## config.mk

```make
export PLATFORM = sky130hd
export DESIGN_NAME = sixteen_step_gate_sequencer
export DESIGN_NICKNAME = d
export VERILOG_FILES = /design/src/rtl/core/ssgs_pkg.sv /design/src/rtl/core/sixteen_step_gate_sequencer.sv
export SDC_FILE = /design/constraint.sdc
export NUM_CORES = 1
export LEC_CHECK = 0
export BUFFER_PORTS_ARGS = -buffer_cell sky130_fd_sc_hd__clkbuf_2
export CAP_MARGIN = 20
export CORE_UTILIZATION = 45
export CTS_CLUSTER_SIZE = 25
export DETAILED_ROUTE_END_ITERATION = 16
export GPL_TIMING_DRIVEN = 0
export MAX_ROUTING_LAYER = met4
export SYNTH_ARGS = -nofsm -noshare
export SYNTH_HDL_FRONTEND = slang
export SYNTH_SLANG_ARGS = --single-unit
```

## constraint.sdc

```tcl
create_clock -name clock -period 13.3 [get_ports clock]
set_input_delay 0.665 -clock clock [delete_from_list [all_inputs] [get_ports clock]]
set_output_delay 0.665 -clock clock [all_outputs]
set_load 0.05 [all_outputs]
```

## src/rtl/core/ssgs_pkg.sv

```systemverilog
`default_nettype none

package ssgs_pkg;

   // Beat kinds on the request channel (tuser)
   typedef enum logic {
      CMD_TICK  = 1'b0,
      CMD_WRITE = 1'b1
   } command_type;

   localparam int STEP_COUNT_DEF = 16;
   localparam int STEP_W         = 4;
   localparam int MARK_W         = 16;
   localparam int ROW_W          = 14;
   localparam int MV_W           = 15;
   localparam int PHASE_W        = 33;
   localparam int KNOB_W         = 5;

   localparam logic [KNOB_W-1:0]  KNOB_RESET      = 5'd16;
   localparam logic [ROW_W-1:0]   ROW_MAX_MV      = 14'd10000;
   localparam logic [ROW_W-1:0]   ROW1_RESET_MV   = 14'd1000;
   localparam logic [PHASE_W-1:0] HALF_CYCLE      = 33'h0_8000_0000;
   localparam logic signed [15:0] SCHMITT_HIGH_MV = 16'sd1000;

   // Request tdata layout
   localparam int REQ_DATA_W = 120;
   localparam int IN_EXT_CONN = 0;
   localparam int IN_EXT_MV   = 1;
   localparam int IN_RUN_BTN  = 16;
   localparam int IN_RST_BTN  = 17;
   localparam int IN_RST_MV   = 18;
   localparam int IN_CV_MV    = 33;
   localparam int IN_GATE_BTN = 48;
   localparam int IN_PHASE    = 64;
   localparam int IN_ROW_SEL  = 97;
   localparam int IN_STEP_SEL = 99;
   localparam int IN_VALUE    = 103;

   // Response tdata layout
   localparam int RSP_DATA_W     = 88;
   localparam int OUT_ROW1       = 0;
   localparam int OUT_ROW2       = 14;
   localparam int OUT_ROW3       = 28;
   localparam int OUT_GATES      = 42;
   localparam int OUT_STEP_GATES = 43;
   localparam int OUT_STEP       = 59;
   localparam int OUT_RUNNING    = 63;
   localparam int OUT_PHASE      = 64;
   localparam int OUT_MARKS      = 65;
   localparam int OUT_USED_W     = 81;

endpackage

`default_nettype wire

```

## src/rtl/core/sixteen_step_gate_sequencer.sv

```systemverilog
`default_nettype none

// Channel   Dir  Handshake              Payload
// req       in   req_tvalid/req_tready  req_tdata[119:0], req_tuser[0]
// rsp       out  rsp_tvalid/rsp_tready  rsp_tdata[87:0]
// csr       in   csr_valid/csr_ready    csr_data[4:0] (steps knob)
//
// One beat per cycle: all step logic sits between the state registers and the
// response register, so a request beat is taken every cycle the response
// register is empty or being drained. A tick's response is registered and
// valid in the cycle after acceptance; a row write returns nothing. Reset is
// synchronous and restores running, step 0, all marks set, default row values.

module sixteen_step_gate_sequencer
   import ssgs_pkg::*;
#(
   parameter int STEP_COUNT = STEP_COUNT_DEF
) (
   input  wire logic                  clock,
   input  wire logic                  reset,
   input  wire logic                  req_tvalid,
   output logic                       req_tready,
   // ext_clock_connected, ext_clock_mv, run_button, reset_button, reset_mv,
   // steps_cv_mv, gate_buttons, phase_increment, row_select, step_select,
   // step_value, zero fill
   input  wire logic [REQ_DATA_W-1:0] req_tdata,
   // command
   input  wire logic [0:0]            req_tuser,
   output logic                       rsp_tvalid,
   input  wire logic                  rsp_tready,
   // row1_mv, row2_mv, row3_mv, gates_out, step_gates, current_step,
   // running_flag, gate_phase, gate_marks_out, zero fill
   output logic [RSP_DATA_W-1:0]      rsp_tdata,
   input  wire logic                  csr_valid,
   output logic                       csr_ready,
   input  wire logic [KNOB_W-1:0]     csr_data
);

   localparam int IDX_W = (STEP_COUNT > 1) ? $clog2(STEP_COUNT) : 1;
   localparam logic [MARK_W-1:0] STEP_MASK = MARK_W'((17'd1 << STEP_COUNT) - 17'd1);

   // request fields
   command_type              cmd;
   logic                     ext_conn;
   logic signed [MV_W-1:0]   ext_mv;
   logic                     run_btn;
   logic                     rst_btn;
   logic signed [MV_W-1:0]   rst_mv;
   logic signed [MV_W-1:0]   cv_mv;
   logic [MARK_W-1:0]        gate_btn;
   logic [PHASE_W-1:0]       phase_inc;
   logic [1:0]               row_sel;
   logic [STEP_W-1:0]        step_sel;
   logic [ROW_W-1:0]         step_value;

   assign cmd        = command_type'(req_tuser[0]);
   assign ext_conn   = req_tdata[IN_EXT_CONN];
   assign ext_mv     = req_tdata[IN_EXT_MV +: MV_W];
   assign run_btn    = req_tdata[IN_RUN_BTN];
   assign rst_btn    = req_tdata[IN_RST_BTN];
   assign rst_mv     = req_tdata[IN_RST_MV +: MV_W];
   assign cv_mv      = req_tdata[IN_CV_MV +: MV_W];
   assign gate_btn   = req_tdata[IN_GATE_BTN +: MARK_W];
   assign phase_inc  = req_tdata[IN_PHASE +: PHASE_W];
   assign row_sel    = req_tdata[IN_ROW_SEL +: 2];
   assign step_sel   = req_tdata[IN_STEP_SEL +: STEP_W];
   assign step_value = req_tdata[IN_VALUE +: ROW_W];

   // state
   logic [KNOB_W-1:0]   knob_ff;
   logic                running_ff, running_in;
   logic [PHASE_W-1:0]  phase_ff, phase_in;
   logic [STEP_W-1:0]   step_ff, step_in;
   logic [MARK_W-1:0]   marks_ff, marks_in;
   logic                clk_trig_ff, clk_trig_in;
   logic                run_trig_ff;
   logic                rst_trig_ff, rst_trig_in;
   logic [MARK_W-1:0]   gate_trig_ff;
   logic [ROW_W-1:0]    row1_ff [STEP_COUNT];
   logic [ROW_W-1:0]    row2_ff [STEP_COUNT];
   logic [ROW_W-1:0]    row3_ff [STEP_COUNT];
   logic                rsp_valid_ff;
   logic [RSP_DATA_W-1:0] rsp_data_ff, rsp_data_in;

   logic                 req_fire;
   logic                 tick_fire;
   logic                 write_fire;

   // step logic
   logic [PHASE_W:0]     phase_sum;
   logic [PHASE_W-1:0]   phase_adv;
   logic                 advance;
   logic [STEP_W:0]      step_plus;
   logic [14:0]          knob_mv;
   logic signed [17:0]   steps_mv;
   logic signed [17:0]   wrap_mv;
   logic                 wrap;
   logic signed [15:0]   rst_level;
   logic                 gate_phase;
   logic                 mark;
   logic                 gates_out;
   logic [MARK_W-1:0]    step_gates;
   logic [IDX_W-1:0]     rd_idx;
   logic [IDX_W-1:0]     wr_idx;
   logic [ROW_W-1:0]     wr_value;
   logic                 wr_ok;

   function automatic logic signed [15:0] ext_sum_btn(input logic btn);
      ext_sum_btn = btn ? SCHMITT_HIGH_MV : 16'sd0;
   endfunction

   assign req_tready = ~rsp_valid_ff | rsp_tready;
   assign req_fire   = req_tvalid & req_tready;
   assign tick_fire  = req_fire & (cmd == CMD_TICK);
   assign write_fire = req_fire & (cmd == CMD_WRITE);
   assign csr_ready  = 1'b1;

   // Wrap when step+1 reaches round(knob + cv/1000) clamped to 1..STEP_COUNT:
   // idx >= round(s/1000) is the same as idx*1000 + 500 > s.
   assign step_plus = {1'b0, step_ff} + (STEP_W+1)'(1);
   assign knob_mv   = 15'(knob_ff) * 15'd1000;
   assign steps_mv  = $signed({3'b000, knob_mv}) + 18'(cv_mv);
   assign wrap_mv   = $signed({3'b000, 15'(step_plus) * 15'd1000 + 15'd500});
   assign wrap      = (step_plus >= (STEP_W+1)'(STEP_COUNT)) || (wrap_mv > steps_mv);

   assign phase_sum = {1'b0, phase_ff} + {1'b0, phase_inc};
   assign rst_level = 16'(ext_sum_btn(rst_btn)) + 16'(rst_mv);

   always_comb begin
      running_in  = running_ff ^ (run_btn & ~run_trig_ff);
      clk_trig_in = clk_trig_ff;
      advance     = 1'b0;
      phase_adv   = phase_ff;
      gate_phase  = 1'b0;

      if (running_in) begin
         if (ext_conn) begin
            if (clk_trig_ff) begin
               if (ext_mv <= 0) begin
                  clk_trig_in = 1'b0;
               end
            end else if (16'(ext_mv) >= SCHMITT_HIGH_MV) begin
               clk_trig_in = 1'b1;
               advance     = 1'b1;
            end
         end else begin
            phase_adv = phase_sum[PHASE_W-1:0];
            advance   = phase_sum[PHASE_W] | phase_sum[PHASE_W-1];
         end
      end

      phase_in = phase_adv;
      step_in  = step_ff;
      if (advance) begin
         phase_in = '0;
         step_in  = wrap ? '0 : step_plus[STEP_W-1:0];
      end

      // gate phase is taken before the reset jump
      if (running_in) begin
         gate_phase = ext_conn ? clk_trig_in : (phase_in < HALF_CYCLE);
      end

      rst_trig_in = rst_trig_ff;
      if (rst_trig_ff) begin
         if (rst_level <= 0) begin
            rst_trig_in = 1'b0;
         end
      end else if (rst_level >= SCHMITT_HIGH_MV) begin
         rst_trig_in = 1'b1;
         phase_in    = '0;
         step_in     = '0;
      end

      marks_in   = (marks_ff ^ (gate_btn & ~gate_trig_ff)) & STEP_MASK;
      mark       = marks_in[step_in];
      gates_out  = gate_phase & mark;
      step_gates = gates_out ? (MARK_W'(1) << step_in) : '0;
      rd_idx     = step_in[IDX_W-1:0];

      rsp_data_in = '0;
      rsp_data_in[OUT_ROW1 +: ROW_W]        = row1_ff[rd_idx];
      rsp_data_in[OUT_ROW2 +: ROW_W]        = row2_ff[rd_idx];
      rsp_data_in[OUT_ROW3 +: ROW_W]        = row3_ff[rd_idx];
      rsp_data_in[OUT_GATES]                = gates_out;
      rsp_data_in[OUT_STEP_GATES +: MARK_W] = step_gates;
      rsp_data_in[OUT_STEP +: STEP_W]       = step_in;
      rsp_data_in[OUT_RUNNING]              = running_in;
      rsp_data_in[OUT_PHASE]                = gate_phase;
      rsp_data_in[OUT_MARKS +: MARK_W]      = marks_in;
   end

   assign wr_ok    = (row_sel != 2'd3) &&
                     ({1'b0, step_sel} < (STEP_W+1)'(STEP_COUNT));
   assign wr_idx   = step_sel[IDX_W-1:0];
   assign wr_value = (step_value > ROW_MAX_MV) ? ROW_MAX_MV : step_value;

   always_ff @(posedge clock) begin
      if (reset) begin
         knob_ff      <= KNOB_RESET;
         running_ff   <= 1'b1;
         phase_ff     <= '0;
         step_ff      <= '0;
         marks_ff     <= STEP_MASK;
         clk_trig_ff  <= 1'b0;
         run_trig_ff  <= 1'b0;
         rst_trig_ff  <= 1'b0;
         gate_trig_ff <= '0;
         rsp_valid_ff <= 1'b0;
         for (int i = 0; i < STEP_COUNT; i++) begin
            row1_ff[i] <= ROW1_RESET_MV;
            row2_ff[i] <= '0;
            row3_ff[i] <= '0;
         end
      end else begin
         if (csr_valid) begin
            knob_ff <= csr_data;
         end
         if (tick_fire) begin
            running_ff   <= running_in;
            phase_ff     <= phase_in;
            step_ff      <= step_in;
            marks_ff     <= marks_in;
            clk_trig_ff  <= clk_trig_in;
            run_trig_ff  <= run_btn;
            rst_trig_ff  <= rst_trig_in;
            gate_trig_ff <= gate_btn;
            rsp_valid_ff <= 1'b1;
         end else if (rsp_tready) begin
            rsp_valid_ff <= 1'b0;
         end
         if (write_fire && wr_ok) begin
            case (row_sel)
               2'd0: begin
                  row1_ff[wr_idx] <= wr_value;
               end
               2'd1: begin
                  row2_ff[wr_idx] <= wr_value;
               end
               2'd2: begin
                  row3_ff[wr_idx] <= wr_value;
               end
               default: begin
               end
            endcase
         end
      end
   end

   always_ff @(posedge clock) begin
      if (tick_fire) begin
         rsp_data_ff <= rsp_data_in;
      end
   end

   assign rsp_tvalid = rsp_valid_ff;
   assign rsp_tdata  = rsp_data_ff;

endmodule

`default_nettype wire

```

* After elaboration in Yosys (flattened, before gate mapping)
Memories as Yosys holds them, arrays and structs flattened. A register that Yosys moved wholly into a read port is not among the register bits.
Cells that the tools add are included.
** Cells by class
- Add/subtract/negate cells :: 5
- $mul :: 2
- Div/mod/pow operators :: 0
- $lt $le $gt $ge :: 9
- Eq/ne operators :: 3
- Shift-type cells :: 1
- Muxes and demuxes :: 51
- Bitwise logic cells :: 14
- Reduce and logical (&&, ||, !) cells :: 7
** Operator list (count)
- $mux 33 :: 5
- $mux 14 :: 4
- $reduce_or 14->1 :: 3
- $add 33x33->34 :: 1
- $lt 33x32->1 const B :: 1
- $mux 1 :: 33
- $mux 4 :: 7
- $mul 5x7->12 const B :: 2
- $add 16x15->17 :: 1
- $gt 16x17->1 :: 1
- $add 11x15->16 :: 1
- $and 16x16->16 :: 1
- $ge 16x11->1 const B :: 1
- $le 16x1->1 const B :: 1
- $not 16->16 :: 1
- $shl 1x4->16 const A :: 1
- $xor 16x16->16 :: 1
- $add 15x9->15 const B :: 1
- $ge 15x11->1 const B :: 1
- $le 15x1->1 const B :: 1
- $gt 14x14->1 const B :: 1
- $mux 10 :: 1
- $add 4x1->5 const B :: 1
- $and 1x1->1 :: 5
- 13 further kinds :: 16
** Word-level totals
- Flip-flop bits (word level) :: 160
- Bits in latches :: 0
- Bits in writable memories :: 672
- ROM bits :: 0
- Output and inout bits :: 91
- Memories :: 3
** Memory list
- row1_ff :: depth 16, bits a word 14, rd ports 1, clocked after memory_dff 1, wr ports 16, line sixteen_step_gate_sequencer.sv:79 : logic [ROW_W-1:0] row1_ff [STEP_COUNT];
- row2_ff :: depth 16, bits a word 14, rd ports 1, clocked after memory_dff 1, wr ports 16, line sixteen_step_gate_sequencer.sv:80 : logic [ROW_W-1:0] row2_ff [STEP_COUNT];
- row3_ff :: depth 16, bits a word 14, rd ports 1, clocked after memory_dff 1, wr ports 16, line sixteen_step_gate_sequencer.sv:81 : logic [ROW_W-1:0] row3_ff [STEP_COUNT];

* Logic depth before layout (Yosys ltp)
- Word-level depth :: 12
- Gate-level depth with buffers :: 35
- Gate-level depth less buffers :: 32

* Least setup slack after synthesis
Ideal clock, no wire load.
- Path kind :: flip-flop to flip-flop
- Start :: register step_ff[0]
- End :: register rsp_data_ff[14], in the netlist rsp_tdata[14] (read register of row2_ff) (data pin)
- Setup time :: 257 ps
- Arrival :: 7376 ps
- Path slack :: 5668 ps
- Cell stages (with the launch flop) :: 33
- Path buffers :: 1
- Period minus slack after synthesis :: 7632 ps
- Cells stage by stage :: dfxtp_1 > ha_1 > xor2_1 > inv_1 > fa_1 > inv_1 > fa_1 > inv_1 > fa_1 > inv_1 > ha_1 > inv_1 > o21bai_1 > a21oi_1 > o21bai_1 > xor2_1 > nand2_1 > or2_2 > xnor2_1 > ha_1 > nand4_1 > nor2_1 > o31ai_1 > a21o_1 > o2111ai_1 > and2_1 > nor2_1 > mux2i_4 > buf_2 > mux2_1 > a222oi_1 > nand2_1 > a32o_1
** Between the ends
- Word-level cells in the longest chain between the ends :: 9
- Elaborated cells between the ends (all ways) :: 10
- Classes of those cells :: add/sub (2); mul (1); order compare (2); mux (4); reduce/logical (1)
** RTL lines
- start: declaration :: line sixteen_step_gate_sequencer.sv:73 : logic [STEP_W-1:0] step_ff, step_in;
- start signal: assignment :: line sixteen_step_gate_sequencer.sv:222 : step_ff <= step_in;
- $add 4x1->5 :: line sixteen_step_gate_sequencer.sv:120 : assign step_plus = {1'b0, step_ff} + (STEP_W+1)'(1);
- $mul 5x7->12 :: line sixteen_step_gate_sequencer.sv:123 : assign wrap_mv = $signed({3'b000, 15'(step_plus) * 15'd1000 + 15'd500});
- $add 15x9->15 :: line sixteen_step_gate_sequencer.sv:123
- $gt 16x17->1 :: line sixteen_step_gate_sequencer.sv:124 : assign wrap = (step_plus >= (STEP_W+1)'(STEP_COUNT)) || (wrap_mv > steps_mv);
- $logic_or 1x1->1 :: line sixteen_step_gate_sequencer.sv:124
- $mux 4 :: line sixteen_step_gate_sequencer.sv:156 : step_in = wrap ? '0 : step_plus[STEP_W-1:0];
- $mux 4 (*) :: line sixteen_step_gate_sequencer.sv:154 : if (advance) begin
- $mux 4 :: line sixteen_step_gate_sequencer.sv:169 : end else if (rst_level >= SCHMITT_HIGH_MV) begin
- $mux 4 (*) :: line sixteen_step_gate_sequencer.sv:165 : if (rst_trig_ff) begin
- end: declaration :: line sixteen_step_gate_sequencer.sv:83 : logic [RSP_DATA_W-1:0] rsp_data_ff, rsp_data_in;
Every way passes the cells marked *; elsewhere a longest branch is shown, timed or not.
A chain may end at the register's enable or synchronous reset.

* Worst setup path in the final report
- Start :: register step_ff[0]
- End :: register rsp_data_ff[15], in the netlist rsp_tdata[15] (read register of row2_ff) (data pin)
The elaborated chain is that of the path after synthesis.

==> impl_results.md <==
* Status: finished clean
* Min-delay src: csr_data[4]
* Crit Path Class: flop to flop
* Worst-skew pair later-pin latency at about 0.70 ns
* Slowest-stage cell, CP: clkbuf_1
* Via density at 6.22
* Initial Utilization at between 40% and 50%
* # rows at 108
* CP Data Arrival Time at about 11 ns
* DR iter-0 viols at roughly 4,700
* Net Switching at between 1.5 and 2 mW
* Worst VDD drop at between 0.1 and 0.15 mV
* Vias in the first global route at roughly 30,000
* IO Port Bufs at roughly 210
* Number of synthesized flops with an enable pin at approximately 750
* Sequential share of power at between 40% and 50%
* Pint at between 4 and 5 mW
* Worst setup path start: step_ff[0]
* Cts-stage hold buffer count at 0
* Final worst-path cycle share at between 70 and 80%
* Seq cells post-synth at approximately 830
* Clock skew at about 0.035 ns
* Core box area at 0.0873 mm^2
* Clock sinks at around 830
* GP Congestion at between 1 and 1.5
* Gate power share at 16.7%
* Total power draw at ~6.6 mW
* Drt drc at 0
* CP Max Fanout at 10
* Asr flop ratio synth at 0%
* Total CTS buffers at 90
* Clock buffer depth at 3
* I/O Pins at about 220
* Largest net degree at the start of global routing at 57
* MaxCap Viol Count at 0
* Relative slew margins at between 10% and 20%
* GR Util All Layers at between 30% and 40%
* Crit path largest cell delay at between 1 and 1.5 ns
* Die Height at between 200 and 300 um
* Most frequent CP cell: inv_1
* R2R cell count at 33
* Via count at 31,438
* Synth warnings at 0
* R2R Path End: rsp_tdata[15]
* Final setup vio count at 0
* Min Tclk post-route at just over 10 ns
* PwrDens at 144 mW/mm^2
* Final wirelength at 155,000 um
* P_leak at 17.4 nW
* Mapped Cells at between 3,000 and 4,000
* Sw Share at between 20 and 30%
* Clk root buf: clkbuf_16
* Reg2reg start: step_ff[0]
* Routed Antenna Nets at 0
* CTS tree: built
* F_max at about 100 MHz
* PostCTS Resize Cnt at 0
* Routed len/inst at between 30 and 40 um
* Worst-path clk slew at 0.06 ns
* Die footprint at 0.0900 mm^2
* Final slew viol count at 0
* Post-synth cell types at 90
* R2r setup slk at 3.19 ns
* Fin util at a little over half
* Final hold vios at 0
* Clk pwr share at between 30% and 40%
* Drt pass-1 iters at 7
* Synth Flop Type: edfxtp_1
* Critical Path RT at 13.72 ns
* TNS Setup at 0 ns
* Gr ovfl total at 0
* NumNets Final at between 4,000 and 5,000
* Mean Syn Cell Area at ~11 um^2
* Seq/Total Area, Yosys at 60.6%
* CP Capture Type: flop
* Layout cells sized above 1 at 13.7%
* Setup Fix Bufs, Post-CTS at 0
* Hold EP: knob_ff[4]
* Synthesis-to-finish area growth at 14.7%
* Path type of the worst min-delay path: primary input to flop
* H-tree depth at 3
* Hold Path Cell Cnt at 2
* Die X at 300 um
* Worst Max-Slew Pin Slew at 1.29 ns
* DP HPWL at about 110,000 um
* Netlist Area Pre-Place at ~0.040 mm^2
* RSZ-0062 raised after global routing: false
* First-pass GRT wire length at 213,000 um
* Number of antenna violations at the first check in global routing at 6
* Critical Path Source Type: flop
-- routing by layer --
metal | GRT usage (%) | up-vias | wire, um | part of all wire [%]
met5 | - | - | 0 | 0
met1 | 43.9 | 15244 | 56600 | 36
met4 | 21.1 | 0 | 11100 | 7.2
li1 | - | 13346 | - | -
met2 | 49.9 | 2335 | 66500 | 43
met3 | 10.1 | 513 | 20900 | 13
-- synth_stat cells (13+ instances only) --
cell	instances	area share, %
o21bai_1	13	0.24
o21ai_1	15	0.19
nand3_1	44	0.55
a22o_1	22	0.48
mux2i_1	71	1.8
mux2_2	48	1.4
or3b_2	17	0.37
clkbuf_1	182	1.7
inv_1	84	0.79
a221oi_1	70	1.5
xnor2_1	49	1.1
edfxtp_1	753	57
a22oi_1	77	1.4
nand2b_1	81	1.3
nor2_1	676	6.4
xor2_1	36	0.79
ha_1	111	3.5
o211ai_1	22	0.41
a21o_1	37	0.70
buf_4	15	0.28
a222oi_1	40	1.0
buf_2	42	0.53
and2_1	15	0.23
fa_1	22	1.1
dfxtp_1	79	4.0
a21oi_1	158	2.0
nor3_1	54	0.68
o21ai_0	104	1.3
nand2_1	320	3.0
a211oi_1	23	0.43
-- cell families (layout without fill, tap and decap cells) --
family / count (synthesis) / count (layout) / share of synthesized area (%)
AO/OA/AOI/OAI: 685 / 685 / 12.2
adder cells (fa/ha/maj): 133 / 133 / 4.58
multiplexers: 129 / 129 / 3.45
flip-flops: 832 / 832 / 60.6
AND/OR/NAND/NOR: 1267 / 1267 / 13.5
other: 2 / 13 / 0.0188
XOR/XNOR: 85 / 85 / 1.86
buffers and inverters: 349 / 752 / 3.82
-- layout by cell type, fill, tap and decap left out, types with 15 or more instances in the layout --
cell type	netlist	final
o21ai_0	104	104
nand2_1	320	320
clkinv_2	0	15
a222oi_1	40	40
o21ai_1	15	15
clkbuf_2	0	209
mux2i_1	71	71
a22o_1	22	22
a211oi_1	23	23
clkinv_1	0	17
dfxtp_1	79	79
a221oi_1	70	70
a21o_1	37	37
clkbuf_1	182	199
a22oi_1	77	77
edfxtp_1	753	753
clkbuf_16	0	91
buf_2	42	43
or3b_2	17	17
nand3_1	44	44
xor2_1	36	36
nand2b_1	81	81
nor2_1	676	676
inv_1	84	84
buf_4	15	19
ha_1	111	111
buf_8	3	22
a21oi_1	158	158
fa_1	22	22
o211ai_1	22	22
xnor2_1	49	49
mux2_2	48	48
nor3_1	54	54
and2_1	15	15
-- cell type report --
class | instances | area, um^2
multi-input cells | 2307 | 14200
well taps | 1155 | 1450
repair buffers | 237 | 1460
clock buffers | 114 | 2410
inverters | 86 | 323
clock inverters | 52 | 503
plain buffers | 263 | 1210
diodes | 5 | 12.5
flip-flops and latches | 832 | 24200
fillers | 7852 | 41500
-- flip-flops by register name (all words and copies together), names as in the netlist, 5 cells and up --
name	cells
rsp_tdata	81
knob_ff	5
gate_trig_ff	16
row3_ff	224
row2_ff	224
marks_ff	16
phase_ff	33
row1_ff	224
-- power groups by stage --
stage / sequential, mW / clock, mW / combinational, mW
after global placement: 3.01 / 0 / 1.05
after floorplan: 3.04 / 0 / 0.590
after detailed placement: 3.01 / 0 / 1.07
after CTS: 2.95 / 2.54 / 1.08
after global routing: 2.96 / 2.63 / 1.14
final: 2.95 / 2.55 / 1.10
-- critical path: cells and delay by family, from the launching register on --
| family | cells | cell delay, ns |
|---|---|---|
| fa+ha+maj | 6 | 2.55 |
| xor+xnor | 3 | 0.78 |
| buf+inv | 7 | 2.38 |
| simple gates | 5 | 1.02 |
| compound gates | 12 | 2.48 |
| flops | 1 | 0.62 |
-- per-stage QoR --
step / cell area, um^2 / std cells / hold WS (ns) / setup slack, ns
floorplan: 40000 / 3488 / 0.431 / 5.67
global placement: 42500 / 4852 / 0.436 / 3.21
detailed placement: 42800 / 4878 / 0.441 / 3.45
CTS: 45800 / 5044 / 0.178 / 3.43
global route: 45800 / 5050 / 0.180 / 2.75
finish: 45800 / 5051 / 0.194 / 3.19
-- how the worst max path moves through the flow --
stage	to	slack, ns	depth (start not counted)
after floorplan	rsp_tdata[14]	5.67	32
after global placement	rsp_tdata[38]	3.21	33
after detailed placement	rsp_tdata[15]	3.45	33
after CTS	rsp_tdata[15]	3.43	33
after global routing	rsp_tdata[15]	2.75	33
final	rsp_tdata[15]	3.19	33
Power figures use the tool's default switching activity.
